--- config.mk ---
export PLATFORM = sky130hd
export DESIGN_NAME = checked_integer_accumulator_alu_unit
export DESIGN_NICKNAME = d
export VERILOG_FILES = /design/src/rtl/ciaa_pkg.sv /design/src/rtl/ciaa_muldiv_unit.sv /design/src/rtl/checked_integer_accumulator_alu_unit.sv
export SDC_FILE = /design/constraint.sdc
export NUM_CORES = 1
export LEC_CHECK = 0
export ABC_AREA = 1
export BUFFER_PORTS_ARGS = -buffer_cell sky130_fd_sc_hd__buf_2
export CORE_UTILIZATION = 45
export DETAILED_ROUTE_END_ITERATION = 7
export GPL_TIMING_DRIVEN = 0
export PLACE_DENSITY = 0.74
export SYNTH_ARGS = -nofsm -noshare
export SYNTH_HDL_FRONTEND = slang
export SYNTH_SLANG_ARGS = --single-unit
export TNS_END_PERCENT = 100
--- constraint.sdc ---
create_clock -name aclk -period 6.2 [get_ports aclk]
set_input_delay 0.31 -clock aclk [delete_from_list [all_inputs] [get_ports aclk]]
set_output_delay 0.31 -clock aclk [all_outputs]
set_load 0.005 [all_outputs]
--- src/rtl/ciaa_pkg.sv ---
// ============================================================================
// ciaa_pkg - shared definitions for the checked integer accumulator ALU
// Operation and status codes, default widths, and the control and status
// bundles exchanged between the sequencer and the shared arithmetic unit.
// ============================================================================
package ciaa_pkg;

    localparam int DATA_WIDTH_DEF = 32;
    localparam int OPERAND_WIDTH  = 32;
    localparam int RESULT_WIDTH   = 32;

    typedef enum logic [2:0] {
        OP_ADD   = 3'd0,
        OP_SUB   = 3'd1,
        OP_MUL   = 3'd2,
        OP_DIV   = 3'd3,
        OP_REM   = 3'd4,
        OP_NEG   = 3'd5,
        OP_POW   = 3'd6,
        OP_CLEAR = 3'd7
    } ciaa_op_t;

    typedef enum logic [1:0] {
        ST_OK   = 2'd0,
        ST_OVF  = 2'd1,
        ST_UNF  = 2'd2,
        ST_DIV0 = 2'd3
    } ciaa_status_t;

    // Sequencer to arithmetic unit.
    typedef struct packed {
        logic start;
        logic div_mode;
    } ciaa_unit_ctl_t;

    // Arithmetic unit to sequencer.
    typedef struct packed {
        logic done;
        logic ovf;
    } ciaa_unit_sts_t;

endpackage

--- src/rtl/ciaa_muldiv_unit.sv ---
// ============================================================================
// ciaa_muldiv_unit - bit-serial magnitude multiplier and restoring divider
// One adder of DATA_WIDTH + 2 bits is used once per cycle while the unit is
// busy, either as a shift-add multiplier with sticky overflow detection or
// as a restoring divider.
// ============================================================================
module ciaa_muldiv_unit
    import ciaa_pkg::*;
#(
    parameter int DATA_WIDTH = DATA_WIDTH_DEF
) (
    input  logic                  aclk,
    input  logic                  aresetn,
    input  ciaa_unit_ctl_t        ctl,
    input  logic [DATA_WIDTH-1:0] x,
    input  logic [DATA_WIDTH-1:0] y,
    output ciaa_unit_sts_t        sts,
    output logic [DATA_WIDTH-1:0] lo,
    output logic [DATA_WIDTH-1:0] quo
);

    localparam int CNT_W = $clog2(DATA_WIDTH);

    logic                  busy_reg;
    logic                  done_reg;
    logic                  div_reg;
    logic                  ovf_reg;
    logic [CNT_W-1:0]      cnt_reg;
    logic [DATA_WIDTH-1:0] x_reg;
    logic [DATA_WIDTH-1:0] y_reg;
    logic [DATA_WIDTH:0]   part_reg;

    logic [DATA_WIDTH:0]   shifted;
    logic [DATA_WIDTH:0]   addend;
    logic [DATA_WIDTH+1:0] sum;
    logic                  qbit;
    logic [DATA_WIDTH:0]   part_next;
    logic                  ovf_next;
    logic [DATA_WIDTH-1:0] y_next;

    // The multiplier is scanned from its top bit, so the partial product only
    // grows; once it passes the largest positive value the result overflows.
    always_comb begin
        shifted = {part_reg[DATA_WIDTH-1:0], div_reg ? y_reg[DATA_WIDTH-1] : 1'b0};
        if (div_reg) begin
            addend = ~{1'b0, x_reg};
        end else if (y_reg[DATA_WIDTH-1]) begin
            addend = {1'b0, x_reg};
        end else begin
            addend = '0;
        end
        sum       = {1'b0, shifted} + {1'b0, addend} + (DATA_WIDTH+2)'(div_reg);
        qbit      = div_reg & sum[DATA_WIDTH+1];
        part_next = (div_reg && !qbit) ? shifted : sum[DATA_WIDTH:0];
        ovf_next  = ovf_reg | (!div_reg & (sum[DATA_WIDTH] | sum[DATA_WIDTH-1]));
        y_next    = {y_reg[DATA_WIDTH-2:0], qbit};
    end

    always_ff @(posedge aclk) begin
        if (!aresetn) begin
            busy_reg <= 1'b0;
            done_reg <= 1'b0;
        end else begin
            done_reg <= 1'b0;
            if (ctl.start) begin
                busy_reg <= 1'b1;
                cnt_reg  <= CNT_W'(DATA_WIDTH - 1);
                div_reg  <= ctl.div_mode;
                x_reg    <= x;
                y_reg    <= y;
                part_reg <= '0;
                ovf_reg  <= 1'b0;
            end else if (busy_reg) begin
                part_reg <= part_next;
                ovf_reg  <= ovf_next;
                y_reg    <= y_next;
                if (cnt_reg == '0) begin
                    busy_reg <= 1'b0;
                    done_reg <= 1'b1;
                end else begin
                    cnt_reg <= cnt_reg - CNT_W'(1);
                end
            end
        end
    end

    assign sts.done = done_reg;
    assign sts.ovf  = ovf_reg;
    assign lo       = part_reg[DATA_WIDTH-1:0];
    assign quo      = y_reg;

`ifndef ASSERT_OFF
    // A new operation must never be started on top of one in progress.
    a_no_restart_busy: assert property (@(posedge aclk) disable iff (!aresetn)
        ctl.start |-> !busy_reg)
        else $error("muldiv unit started while busy");

    // Completion follows the final iteration of a running operation.
    a_done_after_last: assert property (@(posedge aclk) disable iff (!aresetn)
        done_reg |-> ($past(busy_reg) && ($past(cnt_reg) == '0)))
        else $error("muldiv done without a final iteration");

    // The completion flag is a single-cycle pulse.
    a_done_pulse: assert property (@(posedge aclk) disable iff (!aresetn)
        done_reg |=> !done_reg)
        else $error("muldiv done held for more than one cycle");
`endif

endmodule

--- src/rtl/checked_integer_accumulator_alu_unit.sv ---
// Add, subtract, negate, clear and division by zero finish in the decode state; multiply,
// divide and remainder otherwise make one pass through the shared unit; power makes one
// multiply pass per exponent step, at most DATA_WIDTH - 1 passes in all.
// One transaction is in flight at a time: a new one is accepted only once the last
// is in the output register. The shared multiply/divide unit works one bit per cycle.
// Reset (aresetn low, synchronous) clears the accumulator to zero and empties the output.
// ============================================================================
// checked_integer_accumulator_alu_unit - overflow-checked accumulator ALU
// A signed accumulator takes one operation and one operand per transaction
// and returns the new value together with an ok, overflow, underflow or
// divide-by-zero status.
// ============================================================================
module checked_integer_accumulator_alu_unit
    import ciaa_pkg::*;
#(
    parameter int DATA_WIDTH = DATA_WIDTH_DEF
) (
    input  logic                            aclk,
    input  logic                            aresetn,
    input  logic                            s_valid,
    output logic                            s_ready,
    input  logic [2:0]                      s_req_type,
    input  logic signed [OPERAND_WIDTH-1:0] s_operand,
    output logic                            m_valid,
    input  logic                            m_ready,
    output logic signed [RESULT_WIDTH-1:0]  m_acc_value,
    output logic [1:0]                      m_status
);

    localparam logic [DATA_WIDTH-1:0] SIGN_VAL = {1'b1, {(DATA_WIDTH-1){1'b0}}};
    localparam logic [DATA_WIDTH-1:0] ONE_VAL  = DATA_WIDTH'(1);

    typedef enum logic [1:0] {
        S_IDLE,
        S_DECODE,
        S_MULDIV,
        S_DONE
    } state_t;

    state_t                    state_reg;
    ciaa_op_t                  op_reg;
    logic [DATA_WIDTH-1:0]     acc_reg;
    logic [DATA_WIDTH-1:0]     b_reg;
    logic [DATA_WIDTH-1:0]     mn_reg;
    logic [DATA_WIDTH-1:0]     e_reg;
    logic [DATA_WIDTH-1:0]     res_reg;
    ciaa_status_t              st_reg;
    logic                      ng_reg;
    logic                      ustart_reg;
    logic                      udiv_reg;
    logic [DATA_WIDTH-1:0]     ux_reg;
    logic [DATA_WIDTH-1:0]     uy_reg;
    logic                      m_valid_reg;
    logic [RESULT_WIDTH-1:0]   m_acc_value_reg;
    ciaa_status_t              m_status_reg;

    logic [DATA_WIDTH-1:0]     b_in;
    logic                      sa;
    logic                      sb;
    logic [DATA_WIDTH-1:0]     neg_acc;
    logic [DATA_WIDTH-1:0]     neg_b;
    logic [DATA_WIDTH-1:0]     ma;
    logic [DATA_WIDTH-1:0]     mb;
    logic                      is_sub;
    logic [DATA_WIDTH-1:0]     addsub;
    logic                      as_ovf;
    logic                      as_unf;
    logic [DATA_WIDTH-1:0]     u_mag;
    logic [DATA_WIDTH-1:0]     u_signed;
    logic                      out_load;

    ciaa_unit_ctl_t            u_ctl;
    ciaa_unit_sts_t            u_sts;
    logic [DATA_WIDTH-1:0]     u_lo;
    logic [DATA_WIDTH-1:0]     u_quo;

    // The operand is sign-extended from its 32-bit port and then taken at the
    // accumulator width; a size cast of a signed value does exactly that.
    assign b_in = DATA_WIDTH'(s_operand);

    // Operand decode, shared by every operation in the decode cycle. The
    // magnitude of the most negative value is its own bit pattern, read as
    // unsigned, which is what the magnitude arithmetic expects.
    always_comb begin
        sa      = acc_reg[DATA_WIDTH-1];
        sb      = b_reg[DATA_WIDTH-1];
        neg_acc = -acc_reg;
        neg_b   = -b_reg;
        ma      = sa ? neg_acc : acc_reg;
        mb      = sb ? neg_b : b_reg;
        // One adder serves add and subtract. A wrap shows as a result whose
        // sign disagrees with two operands of equal effective sign, and this
        // also catches a wrapped sum that happens to be zero.
        is_sub  = (op_reg == OP_SUB);
        addsub  = acc_reg + (is_sub ? ~b_reg : b_reg) + DATA_WIDTH'(is_sub);
        as_ovf  = !sa && (sb == is_sub) && addsub[DATA_WIDTH-1];
        as_unf  = sa && (sb != is_sub) && !addsub[DATA_WIDTH-1];
    end

    // The unit delivers magnitudes; the sign goes on products and quotients only.
    always_comb begin
        u_mag    = (op_reg == OP_DIV) ? u_quo : u_lo;
        u_signed = ng_reg ? -u_mag : u_mag;
    end

    assign u_ctl.start    = ustart_reg;
    assign u_ctl.div_mode = udiv_reg;

    ciaa_muldiv_unit #(
        .DATA_WIDTH (DATA_WIDTH)
    ) u_muldiv (
        .aclk    (aclk),
        .aresetn (aresetn),
        .ctl     (u_ctl),
        .x       (ux_reg),
        .y       (uy_reg),
        .sts     (u_sts),
        .lo      (u_lo),
        .quo     (u_quo)
    );

    // A finished result moves to the output register as soon as the
    // register is empty or being emptied in the same cycle.
    assign out_load = (state_reg == S_DONE) && (!m_valid_reg || m_ready);
    assign s_ready  = (state_reg == S_IDLE);

    // Sequencer. Simple operations and division by zero finish in the decode
    // cycle. Multiply, divide and remainder otherwise make one pass through
    // the shared unit. Power makes one multiply pass per exponent step and
    // stops early on overflow; with a base magnitude of two or more that
    // happens within DATA_WIDTH - 1 passes, and bases of magnitude zero or one
    // never enter the loop. Every error path returns the old accumulator, so
    // the accumulator is written unconditionally when the result is handed over.
    always_ff @(posedge aclk) begin
        if (!aresetn) begin
            state_reg   <= S_IDLE;
            acc_reg     <= '0;
            m_valid_reg <= 1'b0;
            ustart_reg  <= 1'b0;
        end else begin
            ustart_reg <= 1'b0;
            if (m_valid_reg && m_ready) begin
                m_valid_reg <= 1'b0;
            end
            case (state_reg)
                S_IDLE: begin
                    if (s_valid) begin
                        op_reg    <= ciaa_op_t'(s_req_type);
                        b_reg     <= b_in;
                        state_reg <= S_DECODE;
                    end
                end
                S_DECODE: begin
                    res_reg   <= acc_reg;
                    st_reg    <= ST_OK;
                    ng_reg    <= sa ^ sb;
                    state_reg <= S_DONE;
                    case (op_reg)
                        OP_ADD, OP_SUB: begin
                            if (as_ovf) begin
                                st_reg <= ST_OVF;
                            end else if (as_unf) begin
                                st_reg <= ST_UNF;
                            end else begin
                                res_reg <= addsub;
                            end
                        end
                        OP_MUL: begin
                            ux_reg     <= ma;
                            uy_reg     <= mb;
                            udiv_reg   <= 1'b0;
                            ustart_reg <= 1'b1;
                            state_reg  <= S_MULDIV;
                        end
                        OP_DIV, OP_REM: begin
                            if (mb == '0) begin
                                st_reg <= ST_DIV0;
                            end else begin
                                ux_reg     <= mb;
                                uy_reg     <= ma;
                                udiv_reg   <= 1'b1;
                                ustart_reg <= 1'b1;
                                state_reg  <= S_MULDIV;
                            end
                        end
                        OP_NEG: begin
                            if (acc_reg == SIGN_VAL) begin
                                st_reg <= ST_OVF;
                            end else begin
                                res_reg <= neg_acc;
                            end
                        end
                        OP_POW: begin
                            ng_reg <= sa & b_reg[0];
                            if (sb) begin
                                res_reg <= '0;
                            end else if (b_reg == '0) begin
                                res_reg <= ONE_VAL;
                            end else if (ma <= ONE_VAL) begin
                                // Base of 0, 1 or -1: only minus one to an even
                                // power changes the value.
                                res_reg <= (sa && !b_reg[0]) ? neg_acc : acc_reg;
                            end else begin
                                mn_reg     <= ma;
                                e_reg      <= b_reg;
                                ux_reg     <= ma;
                                uy_reg     <= ONE_VAL;
                                udiv_reg   <= 1'b0;
                                ustart_reg <= 1'b1;
                                state_reg  <= S_MULDIV;
                            end
                        end
                        OP_CLEAR: begin
                            res_reg <= '0;
                        end
                        default: begin
                            res_reg <= '0;
                        end
                    endcase
                end
                S_MULDIV: begin
                    if (u_sts.done) begin
                        res_reg   <= acc_reg;
                        st_reg    <= ST_OK;
                        state_reg <= S_DONE;
                        case (op_reg)
                            OP_MUL: begin
                                if (u_sts.ovf) begin
                                    st_reg <= ST_OVF;
                                end else begin
                                    res_reg <= u_signed;
                                end
                            end
                            OP_DIV: begin
                                // Only the most negative value over minus one
                                // gives a positive quotient out of range.
                                if (!ng_reg && u_quo[DATA_WIDTH-1]) begin
                                    st_reg <= ST_OVF;
                                end else begin
                                    res_reg <= u_signed;
                                end
                            end
                            OP_REM: begin
                                res_reg <= u_lo;
                            end
                            OP_POW: begin
                                if (u_sts.ovf) begin
                                    st_reg <= ST_OVF;
                                end else if (e_reg == ONE_VAL) begin
                                    res_reg <= u_signed;
                                end else begin
                                    e_reg      <= e_reg - ONE_VAL;
                                    ux_reg     <= mn_reg;
                                    uy_reg     <= u_lo;
                                    udiv_reg   <= 1'b0;
                                    ustart_reg <= 1'b1;
                                    state_reg  <= S_MULDIV;
                                end
                            end
                            default: begin
                                res_reg <= acc_reg;
                            end
                        endcase
                    end
                end
                S_DONE: begin
                    if (out_load) begin
                        m_valid_reg     <= 1'b1;
                        m_acc_value_reg <= RESULT_WIDTH'(res_reg);
                        m_status_reg    <= st_reg;
                        acc_reg         <= res_reg;
                        state_reg       <= S_IDLE;
                    end
                end
                default: begin
                    state_reg <= S_IDLE;
                end
            endcase
        end
    end

    assign m_valid     = m_valid_reg;
    assign m_acc_value = m_acc_value_reg;
    assign m_status    = m_status_reg;

`ifndef ASSERT_OFF
    // Any error status must leave the accumulator as it was.
    a_error_keeps_acc: assert property (@(posedge aclk) disable iff (!aresetn)
        (out_load && (st_reg != ST_OK)) |-> (res_reg == acc_reg))
        else $error("error transaction would change the accumulator");

    // Divide by zero can only come from divide or remainder.
    a_div0_source: assert property (@(posedge aclk) disable iff (!aresetn)
        (out_load && (st_reg == ST_DIV0)) |-> ((op_reg == OP_DIV) || (op_reg == OP_REM)))
        else $error("divide-by-zero status from a non-division operation");

    // Underflow can only come from add or subtract.
    a_unf_source: assert property (@(posedge aclk) disable iff (!aresetn)
        (out_load && (st_reg == ST_UNF)) |-> ((op_reg == OP_ADD) || (op_reg == OP_SUB)))
        else $error("underflow status from an operation that cannot underflow");

    // The accumulator changes only when a result is handed to the output.
    a_acc_only_on_load: assert property (@(posedge aclk) disable iff (!aresetn)
        !out_load |=> $stable(acc_reg))
        else $error("accumulator changed outside result hand-over");

    // The shared unit only completes while the sequencer waits for it.
    a_unit_done_in_muldiv: assert property (@(posedge aclk) disable iff (!aresetn)
        u_sts.done |-> (state_reg == S_MULDIV))
        else $error("muldiv unit completed outside its wait state");
`endif

endmodule
==> summary.txt <==
Global route
  – Vias in the first global route: 22900
  – Total track usage: 36.8%
  – Met1 layer usage reported by global route: 52.0%
  – GRT met3 Usage: 7.68%
  – First-pass GRT wire length: 153 mm
  – Layer with the highest usage: met2
  – Met2 usage: 53.9%
  – Initial antenna violation count: 5
  – GRT overflow: 0
  – Pin count of the biggest net entering global routing: 36

Final layout
  – Final design utilization: 51.5%
  – Fraction of layout cells with a size suffix above 1: 7.80%
  – Design area: 29000 um2
  – Final #Nets: 3600
  – Non-Filler Instances: 4273
  – P&R area growth vs syn: 13.2%

STA
  – Relative slew slack: 21.3%
  – Pins over their slew limit: 0
  – Final worst path period share: 95.2%
  – Unrepaired setup endpoints after global routing: no
  – Max Fclk: 169 MHz
  – Fin Hold WS: 0.157 ns
  – Setup_tns: 0 ns
  – Hold Vio Cnt, Final: 0
  – Fin crit period: 5.90 ns
  – Worst slew pin tran: 1.17 ns
  – Worst Skew: 0.0249 ns
  – Fin worst setup slack: 0.299 ns
  – Count of final setup violators: 0

Yosys
  – Register area share after synthesis: 42.4%
  – Syn Area/Cell: 7.71 um2
  – Ys Warns: 0
  – Synth Register Bits: 374
  – Synth cell types: 64
  – Post-Syn Area: 25600 um2
  – Main combinational cell family by area after synthesis: simple AND/OR/NAND/NOR gates
  – Multiplexer share of the synthesized area: 0.0783%
  – Post-synth ARST share: 0%
  – Synth Area in XOR/XNOR: 4.01%
  – Mapped Nets: 3437
  – Complex-gate fraction of the synthesized area: 16.2%
  – Area share of fa/ha/maj cells after synthesis: 4.08%
  – Post-synth EDFFs: 336
  – Dominant synthesized flop cell: edfxtp_1
  – Synth Area in Simple Gates: 25.4%
  – Mapped Cells: 3317

Critical path
  – Most frequent CP cell: nand2_1
  – Cell family with most CP delay: compound AO/OA/AOI/OAI gates
  – Req. time, crit path: 6.54 ns
  – Worst Path Buf+Inv: 4
  – CP Capture Type: flip-flop
  – Worst r2r path cells: 24
  – FF-to-FF setup slack: 0.30 ns
  – Reg2reg end: res_reg[12]$_DFFE_PP_
  – Slowest cell on the critical path: fa_1
  – Critical R2R Launch: op_reg[1]$_DFFE_PP_
  – Crit path cell chain: buf_4 -> nor2_4 -> nand2_1 -> buf_2 -> xor2_1 -> ha_1 -> a21oi_1 -> a21boi_1 -> o21ai_0 -> nand2_1 -> nand3_1 -> nand2_1 -> o211ai_1 -> a221oi_2 -> fa_1 -> nor2_1 -> a21oi_1 -> inv_1 -> clkbuf_2 -> a21oi_1 -> a21oi_1 -> nand3_1 -> nand2_1 -> nand2_1
  – Critical Path AT: 6.24 ns
  – Crit path max fanout: 10
  – Max stage delay on crit path: 0.54 ns
  – Setup CP Type: reg -> reg
  – CP startpoint kind: flip-flop

Place
  – IO Port Bufs: 74
  – DP Worst Slack: -0.292 ns
  – HPWL after DPL: 84.0 mm
  – Dpl cell area: 27100 um2
  – Routability cong.: 1.08
  – Cell count after placement: 4154

Drt
  – DRC: 0
  – Final wirelength: 107 mm
  – Pre-antenna DRT Iters: 6
  – Final ANT Viol Nets: 0
  – Initial DRC Count: 3872
  – Routed wire length per instance: 25.1 um
  – Vias: 25500
  – Vias per std cell: 5.97

Clocking
  – Worst-path clk slew: 0.06 ns
  – Worst skew pair latency: 0.60 ns
  – Clock buffer depth: 3
  – CTS tree: built
  – CTS sink count: 374
  – Postcts setup bufs: 0
  – Clk root buf: clkbuf_16
  – H-Tree Depth: 2
  – CTS buffer count: 44

Floorplan
  – DIE HEIGHT: 240 um
  – Die area: 57800 um2
  – Row count: 87
  – DIE WIDTH: 240 um
  – CORE AREA: 56300 um2
  – Number of I/O pins: 75
  – Starting density of the core: 45.5%

Worst hold path
  – Hold Startpoint: m_ready
  – Hold path depth: 4
  – Hold Path Sink: m_valid$_SDFF_PN0_
  – Min-Delay Path Class: in -> reg

Run
  – Max-cap violations: 0

Pwr
  – Cell Pwr Density: 393 nW/um2
  – Final Power: 11.4 mW
  – Leakage: 12.0 nW
  – Worst vdd ir: 0.221 mV

Status
  – Status: finished clean
## logic make-up after synthesis
kind of cell | after synthesis
AO/OA/AOI/OAI | 722
adder cells (fa/ha/maj) | 81
flip-flops | 374
XOR/XNOR | 117
multiplexers | 2
buffers and inverters | 502
AND/OR/NAND/NOR | 1519
## cell usage after synthesis, types with 13 or more instances
cell type	number	area [um2]
a21oi_1	250	1250
a31oi_1	16	100
buf_2	21	105
clkbuf_1	85	319
dfxtp_1	38	761
edfxtp_1	336	10100
ha_1	77	963
inv_1	354	1330
nand2_1	842	3160
nand3_1	238	1190
nand4_1	42	263
nor2_1	293	1100
nor3_1	23	115
o211ai_1	35	263
o21ai_0	268	1340
o21ai_1	27	135
o21bai_1	13	97.6
o221ai_1	46	403
xnor2_1	34	298
xor2_1	83	727
## where the power goes
part	leakage, nW	switching (mW)	internal, mW
logic	7.96	3.69	1.37
registers	3.39	0.347	3.35
clock network	0.686	1.14	1.48
## metal layers
metal	up-vias	wire length [um]
li1	11600	-
met1	11800	43600
met2	1806	44900
met3	279	13300
met4	4	5600
met5	-	29
## cell usage in the layout, fill, tap and decap left out, types with 13 or more instances in the layout
master and count:
a21oi_1 247, a31oi_1 16, buf_2 96, clkbuf_1 87
clkbuf_16 45, clkinv_1 16, dfxtp_1 38, dlygate4sd3_1 35
edfxtp_1 336, ha_1 77, inv_1 353, nand2_1 842
nand3_1 238, nand4_1 42, nor2_1 290, nor2_4 15
nor3_1 23, o211ai_1 35, o21ai_0 268, o21ai_1 27
o21bai_1 13, o221ai_1 46, xnor2_1 34, xor2_1 83
## worst max path at each step
stage                            end  slack, ns  depth (start not counted)                       from
3_3_place_gp     e_reg[18]$_DFFE_PP_      -2.90                          8  state_reg[0]$_SDFFE_PN0P_
3_5_place_dp   res_reg[17]$_DFFE_PP_      -0.29                         23        op_reg[1]$_DFFE_PP_
6_report       res_reg[12]$_DFFE_PP_       0.30                         24        op_reg[1]$_DFFE_PP_
2_1_floorplan     e_reg[0]$_DFFE_PP_       0.17                          8  state_reg[0]$_SDFFE_PN0P_
4_1_cts        res_reg[23]$_DFFE_PP_      0.006                         22        op_reg[1]$_DFFE_PP_
5_1_grt        res_reg[22]$_DFFE_PP_       0.05                         23        op_reg[1]$_DFFE_PP_
## tightest hold or removal path, stage by stage
cell,delay [ns]
buf_2,0.07
nor2_1,0.04
inv_1,0.16
a21oi_1,0.10
## area by class of cell
class | instances | area, um2
fill | 5491 | 27300
multi-input combinational | 2441 | 12800
sequential | 374 | 10900
inverter | 369 | 1390
clock buffer | 54 | 1170
tap | 756 | 946
timing repair buffer | 117 | 913
buffer | 133 | 633
clock inverter | 27 | 255
antenna | 2 | 5.00
## timing repair
item | in CTS | in global routing
hold buffers | 35 | 0
pin swaps | 0 | 1
gates resized for setup | 4 | 13
endpoints found under the hold margin | 35 | 0
setup endpoints to repair | 25 | 30
gates cloned | 0 | 0
(Power assumes the default switching activity.)
